--- src/ddw_pkg.sv ---
// Shared types, constants and table functions for the date day difference block.
package ddw_pkg;

    localparam int unsigned DAY_W     = 5;
    localparam int unsigned MONTH_W   = 4;
    localparam int unsigned YEAR_W    = 14;
    localparam int unsigned DAY_NUM_W = 23;
    localparam int unsigned DIST_W    = 22;
    localparam int unsigned WDAY_W    = 3;

    localparam logic [YEAR_W-1:0]  YEAR_MIN    = 14'd1600;
    localparam logic [MONTH_W-1:0] MONTH_JAN   = 4'd1;
    localparam logic [MONTH_W-1:0] MONTH_FEB   = 4'd2;
    localparam logic [MONTH_W-1:0] MONTH_DEC   = 4'd12;
    localparam logic [4:0]         FEB_LEAP    = 5'd29;
    localparam logic [17:0]        RECIP_25    = 18'd167773;
    localparam int unsigned        RECIP_SHIFT = 22;
    localparam logic [DIST_W-1:0]  DIST_MAX    = '1;

    typedef struct packed {
        logic                 valid;
        logic [DAY_NUM_W-1:0] day_num;
    } ddw_date_t;

    function automatic logic [4:0] month_len(input logic [MONTH_W-1:0] month);
        logic [4:0] len;
        unique case (month)
            4'd1, 4'd3, 4'd5, 4'd7, 4'd8, 4'd10, 4'd12: len = 5'd31;
            4'd4, 4'd6, 4'd9, 4'd11:                    len = 5'd30;
            4'd2:                                       len = 5'd28;
            default:                                    len = 5'd0;
        endcase
        return len;
    endfunction

    function automatic logic [8:0] month_cum(input logic [MONTH_W-1:0] month);
        logic [8:0] cum;
        unique case (month)
            4'd1:    cum = 9'd0;
            4'd2:    cum = 9'd31;
            4'd3:    cum = 9'd59;
            4'd4:    cum = 9'd90;
            4'd5:    cum = 9'd120;
            4'd6:    cum = 9'd151;
            4'd7:    cum = 9'd181;
            4'd8:    cum = 9'd212;
            4'd9:    cum = 9'd243;
            4'd10:   cum = 9'd273;
            4'd11:   cum = 9'd304;
            4'd12:   cum = 9'd334;
            default: cum = 9'd0;
        endcase
        return cum;
    endfunction

    // Remainder by 7 through octal digit folding, since 8 is 1 modulo 7.
    function automatic logic [WDAY_W-1:0] mod7(input logic [DAY_NUM_W-1:0] value);
        logic [DAY_NUM_W+1:0] padded;
        logic [5:0]           digit_sum;
        logic [3:0]           fold;
        padded    = {2'b00, value};
        digit_sum = '0;
        for (int i = 0; i < (DAY_NUM_W + 2) / 3; i++)
        begin
            digit_sum = digit_sum + 6'(padded[3*i +: 3]);
        end
        fold = 4'(digit_sum[5:3]) + 4'(digit_sum[2:0]);
        if (fold >= 4'd7)
        begin
            fold = fold - 4'd7;
        end
        return fold[WDAY_W-1:0];
    endfunction

endpackage

--- src/ddw_date_eval.sv ---
// Validity check and day number of one Gregorian date.
module ddw_date_eval
    import ddw_pkg::*;
(
    input  logic [DAY_W-1:0]   day,
    input  logic [MONTH_W-1:0] month,
    input  logic [YEAR_W-1:0]  year,
    output ddw_date_t          date
);

    logic [YEAR_W-1:0]    yr_prev;
    logic [YEAR_W-3:0]    quad;
    logic [29:0]          prod;
    logic [7:0]           cent_q;
    logic [YEAR_W-1:0]    cent_rem;
    logic                 cent_year;
    logic                 leap;
    logic [4:0]           lim;
    logic [DAY_NUM_W-1:0] yr_days;
    logic [DAY_NUM_W-1:0] mon_days;

    always_comb
    begin
        // The count of whole years before this one sets the year part.
        yr_prev   = year - 14'd1;
        quad      = yr_prev[YEAR_W-1:2];
        prod      = 30'(quad) * 30'(RECIP_25);
        cent_q    = prod[RECIP_SHIFT +: 8];
        cent_rem  = yr_prev - (14'(cent_q) * 14'd100);
        cent_year = (cent_rem == 14'd99);
        leap      = (year[1:0] == 2'b00) && (!cent_year || (cent_q[1:0] == 2'b11));

        lim = ((month == MONTH_FEB) && leap) ? FEB_LEAP : month_len(month);

        date.valid = (year >= YEAR_MIN) && (month >= MONTH_JAN) && (month <= MONTH_DEC)
                     && (day != '0) && (day <= lim);

        yr_days  = (23'(yr_prev) * 23'd365) + 23'(quad) - 23'(cent_q) + 23'(cent_q[7:2]);
        mon_days = 23'(month_cum(month)) + (((month > MONTH_FEB) && leap) ? 23'd1 : 23'd0);
        date.day_num = yr_days + mon_days + 23'(day);
    end

endmodule

--- src/date_day_difference_weekday.sv ---
// Top level: day distance and weekday offset between two Gregorian dates.
//
//  Channel   Handshake         Payload
//  -------   ---------------   ------------------------------------------------
//  input     start, busy       first_day/month/year, second_day/month/year
//  result    done (strobe)     first_valid, second_valid, day_distance,
//                              weekday_offset
//
// A date pair is taken at every edge with start high; busy stays low.
// The result passes through the stages below and shows for one cycle, with done high.
// The first stage holds the two day numbers, the second the difference.
// Reset clears the stage valid flags, so no stale result is strobed.
// The receiver cannot stall, so nothing holds the pipeline.
module date_day_difference_weekday
    import ddw_pkg::*;
(
    input  logic               clk,
    input  logic               rst_n,
    input  logic               start,
    output logic               busy,
    input  logic [DAY_W-1:0]   first_day,
    input  logic [MONTH_W-1:0] first_month,
    input  logic [YEAR_W-1:0]  first_year,
    input  logic [DAY_W-1:0]   second_day,
    input  logic [MONTH_W-1:0] second_month,
    input  logic [YEAR_W-1:0]  second_year,
    output logic               done,
    output logic               first_valid,
    output logic               second_valid,
    output logic [DIST_W-1:0]  day_distance,
    output logic [WDAY_W-1:0]  weekday_offset
);

    logic                 accept;
    ddw_date_t            first_next;
    ddw_date_t            second_next;
    ddw_date_t            first_reg;
    ddw_date_t            second_reg;
    logic                 stage_vld_reg;
    logic                 done_reg;
    logic [DAY_NUM_W:0]   diff;
    logic [DAY_NUM_W:0]   diff_neg;
    logic [DAY_NUM_W-1:0] mag;
    logic [WDAY_W-1:0]    mag_rem;
    logic [DIST_W-1:0]    dist_next;
    logic [WDAY_W-1:0]    wday_next;
    logic [DIST_W-1:0]    dist_reg;
    logic [WDAY_W-1:0]    wday_reg;
    logic                 first_valid_reg;
    logic                 second_valid_reg;

    assign busy   = 1'b0;
    assign accept = start && !busy;

    ddw_date_eval u_first
    (
        .day   (first_day),
        .month (first_month),
        .year  (first_year),
        .date  (first_next)
    );

    ddw_date_eval u_second
    (
        .day   (second_day),
        .month (second_month),
        .year  (second_year),
        .date  (second_next)
    );

    always_comb
    begin
        diff     = {1'b0, second_reg.day_num} - {1'b0, first_reg.day_num};
        diff_neg = -diff;
        mag      = diff[DAY_NUM_W] ? diff_neg[DAY_NUM_W-1:0] : diff[DAY_NUM_W-1:0];
        mag_rem  = mod7(mag);
        if (first_reg.valid && second_reg.valid)
        begin
            dist_next = mag[DAY_NUM_W-1] ? DIST_MAX : mag[DIST_W-1:0];
            // A backward distance turns into the complementary weekday step.
            wday_next = (diff[DAY_NUM_W] && (mag_rem != '0)) ? (3'd7 - mag_rem) : mag_rem;
        end
        else
        begin
            dist_next = '0;
            wday_next = '0;
        end
    end

    always_ff @(posedge clk or negedge rst_n)
    begin
        if (!rst_n)
        begin
            stage_vld_reg <= 1'b0;
            done_reg      <= 1'b0;
        end
        else
        begin
            stage_vld_reg <= accept;
            done_reg      <= stage_vld_reg;
        end
    end

    always_ff @(posedge clk)
    begin
        if (accept)
        begin
            first_reg  <= first_next;
            second_reg <= second_next;
        end
        if (stage_vld_reg)
        begin
            first_valid_reg  <= first_reg.valid;
            second_valid_reg <= second_reg.valid;
            dist_reg         <= dist_next;
            wday_reg         <= wday_next;
        end
    end

    assign done           = done_reg;
    assign first_valid    = first_valid_reg;
    assign second_valid   = second_valid_reg;
    assign day_distance   = dist_reg;
    assign weekday_offset = wday_reg;

endmodule

--- config.mk ---
export PLATFORM = sky130hd
export DESIGN_NAME = date_day_difference_weekday
export DESIGN_NICKNAME = d
export VERILOG_FILES = /design/src/ddw_pkg.sv /design/src/ddw_date_eval.sv /design/src/date_day_difference_weekday.sv
export SDC_FILE = /design/constraint.sdc
export NUM_CORES = 1
export LEC_CHECK = 0
export BUFFER_PORTS_ARGS = -buffer_cell sky130_fd_sc_hd__buf_2
export CAP_MARGIN = 30
export CORE_ASPECT_RATIO = 1.1
export CORE_MARGIN = 2
export CORE_UTILIZATION = 45
export DETAILED_ROUTE_END_ITERATION = 6
export PLACE_DENSITY = 0.63
export SLEW_MARGIN = 0
export SYNTH_ARGS = -nofsm -noshare
export SYNTH_HDL_FRONTEND = slang
export SYNTH_HIERARCHICAL = 1
export SYNTH_SLANG_ARGS = --single-unit
--- constraint.sdc ---
create_clock -name clk -period 7.87 [get_ports clk]
set_input_delay 0 -clock clk [delete_from_list [all_inputs] [get_ports clk]]
set_output_delay 0 -clock clk [all_outputs]
set_load 0.05 [all_outputs]
==> results_dict.tcl, run 1 <==
set metrics [dict create \
    vias 19630 \
    clock-sinks 77 \
    syn_area_mm2 0.02400 \
    synth_top_flop_cell "edfxtp_1" \
    die_w_um 224.2 \
    fin_crit_sh_pct 168.0 \
    htree_levels 3 \
    worstMarginPinSlew_ns 0.7114 \
    fin_nets 4048 \
    worstPathArrival_ns 13.33 \
    cts_buffers 9 \
    synth_top_area_share_pct 28.70 \
    fmax_mhz 75.63 \
    wl_um 64700 \
    rows 88 \
    insertion_delay_ns 0.35 \
    initial_core_util_pct 45.69 \
    hp-class "primary input to register" \
    outcome "finished with violations" \
    n_antenna_cell 0 \
    grt_use_total_pct 24.02 \
    fin_crit_ns 13.22 \
    core_mm2 0.05252 \
    synth_cell_type_count 103 \
    ant_nets 0 \
    path_class "primary input to register" \
    synth_edf_count 75 \
    synth_compound_area_share_pct 11.77 \
    synthSimpleGateAreaFrac_pct 8.395 \
    dp_hpwl_um 56200 \
    viasPerCell 5.097 \
    dieHeight_um 246.2 \
    synth_cells 2489 \
    drive_gt1_share_pct 34.29 \
    syn_to_final_growth_pct 34.29 \
    async_reset_ff_share_pct 2.597 \
    clockRootBuffer "clkbuf_16" \
    synth_area_leaders "fa_1 (29%), ha_1 (25%), edfxtp_1 (9.4%), inv_1 (9.4%), xnor2_1 (3.5%)" \
    cts_tree "built" \
    first_pass_iters 5 \
    synth_top_family_by_area "adder cells" \
    setup_violations 51 \
    rsz0062_at_grt "true" \
    yosys_warnings 6 \
    yosysMostFrequentCell "inv_1" \
    synth_common_cells "inv_1 (600), ha_1 (484), fa_1 (344)" \
    finalHoldViolCount 0 \
    slew_headroom_pct 51.91 \
    drtIter0Drc 863 \
    avgSynthCellArea_um2 9.641 \
    grt_pass1_wl_um 105900 \
    clock_skew_ns 0.01580 \
    worstPathRequired_ns 7.97 \
    synth.yosys.seq_area_share_pct 9.594 \
    synth_adder_area_share_pct 53.94 \
    grt_overflow 0 \
    grt_pass1_vias 21430 \
    max_stage_delay_ns 0.59 \
    syn-num-nets 3366 \
    endpoint_kind "register" \
    dieArea_mm2 0.05519 \
    dpl_worst_slack_ns -6.134 \
    layout_setup_ws_ns -5.352 \
    synth.area.mux_share_pct 0.7509 \
    cp-start-kind "primary input" \
    wl_per_cell_um 16.80 \
    violations "negative setup slack" \
    portBuffers 76 \
    grt_max_degree 50 \
    globalplace.congestion 0.9466 \
    cpMostUsedCell "fa_1" \
    drc_errors 0 \
    antenna_found_initial 0 \
    cts.path.max_buffers 2 \
    yosysTopAreaCell "fa_1" \
    num_io_pins 78 \
    cp_max_fo 5 \
    ys_ff_latch 77 \
    cts.clk_slew.worst_paths_ns 0.06 \
    maxCapViolations 0 \
    cpMaxStageDelayCell "or4_4" \
    synth-xor-area-share_pct 5.558 \
    report.final.slew_viol_count 0 \
]
-- layer usage --
layer  up-vias  GRT usage (%)  routed length (µm)
li1       9583              -                   -
met1      9613          29.51               27190
met2       303          43.46               33200
met3       128          2.469                1786
met4         0          8.960                2526
met5         -              0                   0
-- cell type report --
type | count | area [µm²]
sequential | 77 | 2302
tap | 675 | 844.6
timing repair buffer | 696 | 5279
multi-input combinational | 1784 | 21230
inverter | 603 | 2281
fill | 4287 | 20300
clock buffer | 9 | 225.2
clock inverter | 7 | 57.56
-- repair_timing --
action / in CTS / in global routing
gates resized for setup: 189 / 113
buffers inserted: 92 / 35
hold buffers: 2 / 0
pin swaps: 168 / 146
endpoints found under the setup margin: 51 / 51
endpoints found under the hold margin: 2 / 0
-- path summary, 6_finish.rpt --
check                         startpoint                 to  slack [ns]  cells after the start
max in group asynchronous          rst_n               done        7.24                      3
min reg2reg                first_reg[23]        first_valid        0.55                      0
max                        first_year[9]      first_reg[18]       -5.35                     64
min                                start      stage_vld_reg        0.19                      2
min in group asynchronous          rst_n      stage_vld_reg        0.51                      3
max reg2reg                 first_reg[0]  weekday_offset[0]       -0.26                     32
-- metrics by stage --
stage               hold slack (ns)  instances  util (%)  instance area [µm²]  TNS (ns)
floorplan                   -0.2956       2489         -                24630   -199.04
global placement            -0.2149       3733     56.48                29670   -235.51
detailed placement          -0.2119       3735     56.55                29700   -242.95
CTS                          0.2274       3828     60.11                31570   -205.40
global route                 0.2385       3851     61.35                32220   -231.26
finish                       0.1934       3851     61.35                32220   -208.93
-- layout by cell type (no fill, tap or decap), drive strengths merged, types with 9 or more instances in the layout --
master	Yosys	layout
a211oi	28	28
a21o	41	41
a21oi	133	133
a31oi	16	16
and3	14	14
buf	12	694
clkbuf	13	9
edfxtp	75	75
fa	344	344
ha	484	484
inv	603	602
mux2i	12	12
nand2	85	85
nand2b	18	18
nand3	36	36
nand4	12	12
nor2	93	93
nor2b	12	12
nor3	40	40
nor4	12	12
o211ai	10	10
o21a	13	13
o21ai	66	66
o21bai	15	15
o31ai	10	10
or2	11	11
or3	13	13
xnor2	97	97
xor2	51	51
-- cells by family (layout without fill, tap and decap cells) --
group                    after synthesis  count (layout)
XOR/XNOR                             149             149
AND/OR/NAND/NOR                      387             387
flip-flops                            77              77
multiplexers                          17              17
adder cells (fa/ha/maj)              828             828
AO/OA/AOI/OAI                        402             402
buffers and inverters                628            1315
other                                  1               1
-- critical path, delay by kind of cell --
family                   cells  cell delay [ns]
AND/OR/NAND/NOR             10             2.32
adder cells (fa/ha/maj)     17             6.16
XOR/XNOR                     4             0.55
multiplexers                 1             0.35
buffers and inverters       14             1.09
AO/OA/AOI/OAI               18             2.87
Power of run 1 is left out: the tool's default activity adds up to more than one toggle a clock period on the data nets, which glitch-free logic cannot reach.
==> run 2, diff against run 1 <==
- SETUP_SLACK_MARGIN: not set -> 0.1
==> run 2 against run 1 <==
Effect of this change: the flow still finishes with violations (negative setup slack); first-iteration DRC count grew 2.4%; cell area shrank 0.19%; register-to-register slack lost 0.02 ns; final cell count is essentially flat; global-route usage is essentially flat; maximum frequency is essentially flat; setup slack lost 0.0077 ns; sequential share of layout area is essentially flat; critical path depth shrank 5; utilization shrank 0.11 points; die area is the same; flip-flop and latch count is the same.
==> results_dict.tcl, run 2 (synthesized netlist as in run 1, its figures left out) <==
set metrics [dict create \
    grt_pass1_vias 21410 \
    cts_buffers 9 \
    dpl_worst_slack_ns -6.134 \
    fmax_mhz 75.59 \
    path_class "primary input to register" \
    crit_path_start "first_year[9]" \
    first_pass_iters 5 \
    final_area_mm2 0.03216 \
    syn_to_final_growth_pct 34.04 \
    crit_buf_inv 11 \
    rr_worst_depth 32 \
    dp_hpwl_um 56200 \
    insertion_delay_ns 0.35 \
    n_fill_cell 4283 \
    cts.path.max_buffers 2 \
    grt_overflow 0 \
    drtIter0Drc 884 \
    grt_use_total_pct 23.98 \
    finalHoldViolCount 0 \
    initial_core_util_pct 45.69 \
    portBuffers 76 \
    cp_max_fo 5 \
    r2r_slack_ns -0.28 \
    mostFrequentLayoutCells "buf_4 (579), inv_1 (553), ha_1 (436), fa_1 (326), nor2_1 (80)" \
    outcome "finished with violations" \
    vias 19600 \
    layout_setup_ws_ns -5.360 \
    multiInputGateArea_mm2 0.02115 \
    drive_gt1_share_pct 34.08 \
    holdWs_ns 0.1954 \
    setup_violations 51 \
    place_area_mm2 0.02970 \
    min_from "start" \
    clock_skew_ns 0.01568 \
    grt_max_degree 50 \
    drc_errors 0 \
    holdPathStages 2 \
    report.final.slew_viol_count 0 \
    clockRootBuffer "clkbuf_16" \
    core_mm2 0.05252 \
    cpMostUsedCell "fa_1" \
    wl_um 64680 \
    ant_nets 0 \
    rsz0062_at_grt "true" \
    cts.clk_slew.worst_paths_ns 0.06 \
    holdPathEnd "stage_vld_reg" \
    maxCapViolations 0 \
    cts_tree "built" \
    dieHeight_um 246.2 \
    fin_crit_ns 13.23 \
    cpMaxStageDelayCell "or4_4" \
    mostFrequentLayoutCell "buf_4" \
    fin_nets 4050 \
    crit_family "adder cells" \
    die_w_um 224.2 \
    seqCellArea_mm2 0.002302 \
    cp-start-kind "primary input" \
    violations "negative setup slack" \
    htree_levels 3 \
    clock-sinks 77 \
    worstReg2RegStart "first_reg[0]" \
    rows 88 \
    globalplace.congestion 0.9466 \
    viasPerCell 5.087 \
    worstPathArrival_ns 13.33 \
    antenna_found_initial 0 \
    r2r_end "weekday_offset[0]" \
    worstMarginPinSlew_ns 0.7033 \
    slew_headroom_pct 52.45 \
    max_stage_delay_ns 0.59 \
    num_io_pins 78 \
    fin_crit_sh_pct 168.1 \
    worstPathRequired_ns 7.97 \
    wl_per_cell_um 16.79 \
    n_antenna_cell 0 \
    hp-class "primary input to register" \
    dieArea_mm2 0.05519 \
    grt_pass1_wl_um 105800 \
    endpoint_kind "register" \
]
[run 2: worst max path at each step]
stage / to / cells past startpoint / slack, ns
finish: first_reg[18] / 59 / -5.36
global route: first_reg[18] / 61 / -5.85
CTS: first_reg[18] / 59 / -5.41
detailed placement: first_reg[22] / 59 / -6.13
global placement: first_reg[22] / 59 / -5.94
floorplan: first_reg[22] / 55 / -5.43
[run 2: stage by stage]
step	util (%)	std cells	TNS, ns
after floorplan	-	2489	-199.04
after global placement	56.48	3733	-235.51
after detailed placement	56.55	3735	-242.95
after CTS	60.04	3828	-205.87
after global routing	61.24	3853	-231.03
final	61.24	3853	-209.31
[run 2: timing repair]
action | CTS | global route
hold buffers | 2 | 0
gates resized for setup | 184 | 107
pin swaps | 162 | 125
endpoints found under the hold margin | 2 | 0
endpoints found under the setup margin | 51 | 51
cloned | 0 | 0
buffers inserted | 91 | 35
[run 2: layer usage]
layer | vias up | global-route usage, % | share of wire, %
met4 | 0 | 8.668 | 3.8
met2 | 292 | 43.51 | 51
met5 | - | 0 | 0
met3 | 132 | 2.648 | 2.8
li1 | 9585 | - | -
met1 | 9593 | 29.37 | 42
[run 2: worst reg2reg max path: cells and delay by family (launching register included)]
kind / cells / cell delay (ns)
and+or+nand+nor: 8 / 1.62
buffers and inverters: 5 / 0.29
xor gates and xnor gates: 2 / 0.40
adders and majority gates: 11 / 4.14
AOI/OAI and AO/OA: 6 / 0.96
DFF: 1 / 0.49
[run 2: area by class of cell]
cell class / count / area share, %
inverters: 603 / 7.092
well taps: 675 / 2.626
multi-input cells: 1784 / 65.75
flip-flops and latches: 77 / 7.158
clock inverters: 7 / 0.1789
repair buffers: 698 / 16.49
clock buffers: 9 / 0.7002
Power of run 2 is left out for the same reason.
==> run 3, diff against run 2 <==
- CORE_UTILIZATION: 45 -> 55
- CTS_CLUSTER_SIZE: not set -> 16
- GPL_TIMING_DRIVEN: not set -> 0
- PLACE_DENSITY: 0.63 -> 0.75
==> run 3 against run 2 <==
Effect of this change: the flow still finishes with violations (negative setup slack); clock-buffer cell count unchanged; highest routed layer unchanged; global-route usage rose by 5.7 points; utilization is 8.6 points higher.
==> results_dict.tcl, run 3 (synthesized netlist as in run 1, its figures left out) <==
set metrics [dict create \
    outcome "finished with violations" \
    violations "negative setup slack" \
    dpl_worst_slack_ns -7.405 \
    dp_hpwl_um 48040 \
    report.final.slew_viol_count 0 \
    cts_tree "built" \
    die_w_um 203.2 \
    setup_violations 51 \
    drtIter0Drc 1393 \
    n_antenna_cell 0 \
    dieArea_mm2 0.04532 \
    finalHoldViolCount 0 \
    ant_nets 0 \
    insertion_delay_ns 0.35 \
    cp_max_fo 8 \
    rows 80 \
    clock-sinks 77 \
    mostFrequentLayoutCells "inv_1 (538), ha_1 (421), fa_1 (321), buf_4 (202), nor2_1 (82)" \
    rr_worst_depth 32 \
    top_usage_layer "met2" \
    clockRootBuffer "clkbuf_16" \
    n_fill_cell 2892 \
    worstPathRequired_ns 8.06 \
    maxCapViolations 0 \
    htree_levels 3 \
    syn_to_final_growth_pct 25.94 \
    slew_headroom_pct 28.37 \
    first_pass_iters 5 \
    max_stage_delay_ns 0.55 \
    globalplace.congestion 0.9481 \
    drive_gt1_share_pct 28.07 \
    r2r_end "weekday_offset[0]" \
    grt_overflow 0 \
    fin_crit_sh_pct 176.4 \
    drc_errors 0 \
    layout_setup_ws_ns -6.013 \
    holdPathEnd "second_reg[23]" \
    cts.clk_slew.worst_paths_ns 0.06 \
    grt_max_degree 42 \
    vias 19980 \
    viasPerCell 5.871 \
    fin_nets 3701 \
    wl_per_cell_um 20.94 \
    cts_buffers 9 \
    r2r_slack_ns -0.25 \
    cp-start-kind "primary input" \
    initial_core_util_pct 55.49 \
    clock_skew_ns 0.005039 \
    num_io_pins 78 \
    grt_pass1_vias 21080 \
    cpMaxStageDelayCell "fa_1" \
    portBuffers 74 \
    worstPathArrival_ns 14.08 \
    use_met2_pct 52.39 \
    antenna_found_initial 0 \
    fin_crit_ns 13.88 \
    fmax_mhz 72.03 \
    hp-class "primary input to register" \
    holdPathStages 1 \
    core_mm2 0.04324 \
    use_met1_pct 35.98 \
    wl_um 71260 \
    rsz0062_at_grt "true" \
    cts.path.max_buffers 2 \
    grt_pass1_wl_um 107100 \
    worstReg2RegStart "first_reg[1]" \
    setup_tns_ns -243.45 \
    mostFrequentLayoutCell "inv_1" \
    min_from "start" \
    grtUsageMet3_pct 3.637 \
    grt_use_total_pct 29.70 \
    endpoint_kind "register" \
    worstMarginPinSlew_ns 1.063 \
    path_class "primary input to register" \
    dieHeight_um 223.1 \
    cpMostUsedCell "ha_1" \
]
## run 3: cell types whose count changed in the layout (fill, tap and decap cells not counted), moves of 11 or more
cell | previous run | this run
a21oi_2 | 54 | 43
buf_4 | 579 | 202
ha_1 | 436 | 421
inv_1 | 553 | 538
xnor2_1 | 74 | 62
## run 3: area by class of cell
type	instances	area, µm²	share of cell area (%)
multi-input combinational	1784	21780	72.08
timing repair buffer	325	2649	8.765
inverter	603	2335	7.726
sequential	77	2302	7.618
tap	574	718.2	2.377
clock buffer	9	225.2	0.7452
buffer	24	127.6	0.4223
clock inverter	7	81.33	0.2691
## run 3: per-stage QoR
| stage | cells | util [%] | hold WS (ns) | area (µm²) |
|---|---|---|---|---|
| global placement | 3137 | 59.49 | -0.2150 | 25720 |
| floorplan | 2489 | - | -0.2956 | 24630 |
| finish | 3403 | 69.89 | 0.04076 | 30220 |
| CTS | 3343 | 67.21 | 0.04251 | 29060 |
| detailed placement | 3146 | 59.76 | -0.2114 | 25840 |
| global route | 3403 | 69.89 | 0.04188 | 30220 |
## run 3: repair_timing
| item | 4_1_cts | 5_1_grt |
|---|---|---|
| setup buffers | 182 | 72 |
| resized for setup | 292 | 148 |
| setup endpoints to repair | 51 | 51 |
| hold buffers | 2 | 0 |
| endpoints found under the hold margin | 2 | 0 |
| pin swaps | 216 | 135 |
## run 3: routing by layer
layer / part of all wire [%] / wire length (µm) / up-vias
li1: - / - / 8896
met1: 37 / 26460 / 9864
met2: 49 / 35250 / 854
met3: 6.6 / 4691 / 364
met4: 6.8 / 4862 / 0
met5: 0 / 0 / -
## run 3: critical path: cells and delay by family
| kind | cells | cell delay [ns] |
|---|---|---|
| AND/OR/NAND/NOR | 7 | 1.14 |
| AO/OA/AOI/OAI | 16 | 3.73 |
| XOR/XNOR | 4 | 0.76 |
| buffers and inverters | 20 | 2.32 |
| adder cells (fa/ha/maj) | 18 | 6.11 |
## run 3: worst max path at each step
stage	start	to	slack, ns	depth (start not counted)
final	second_year[1]	second_reg[20]	-6.01	65
after floorplan	first_year[8]	first_reg[22]	-5.43	55
after global placement	first_year[0]	first_reg[22]	-7.46	56
after CTS	first_year[9]	first_reg[22]	-5.55	59
after detailed placement	first_year[0]	first_reg[22]	-7.41	61
after global routing	first_year[2]	first_reg[22]	-6.40	62
Power of run 3 is left out for the same reason.
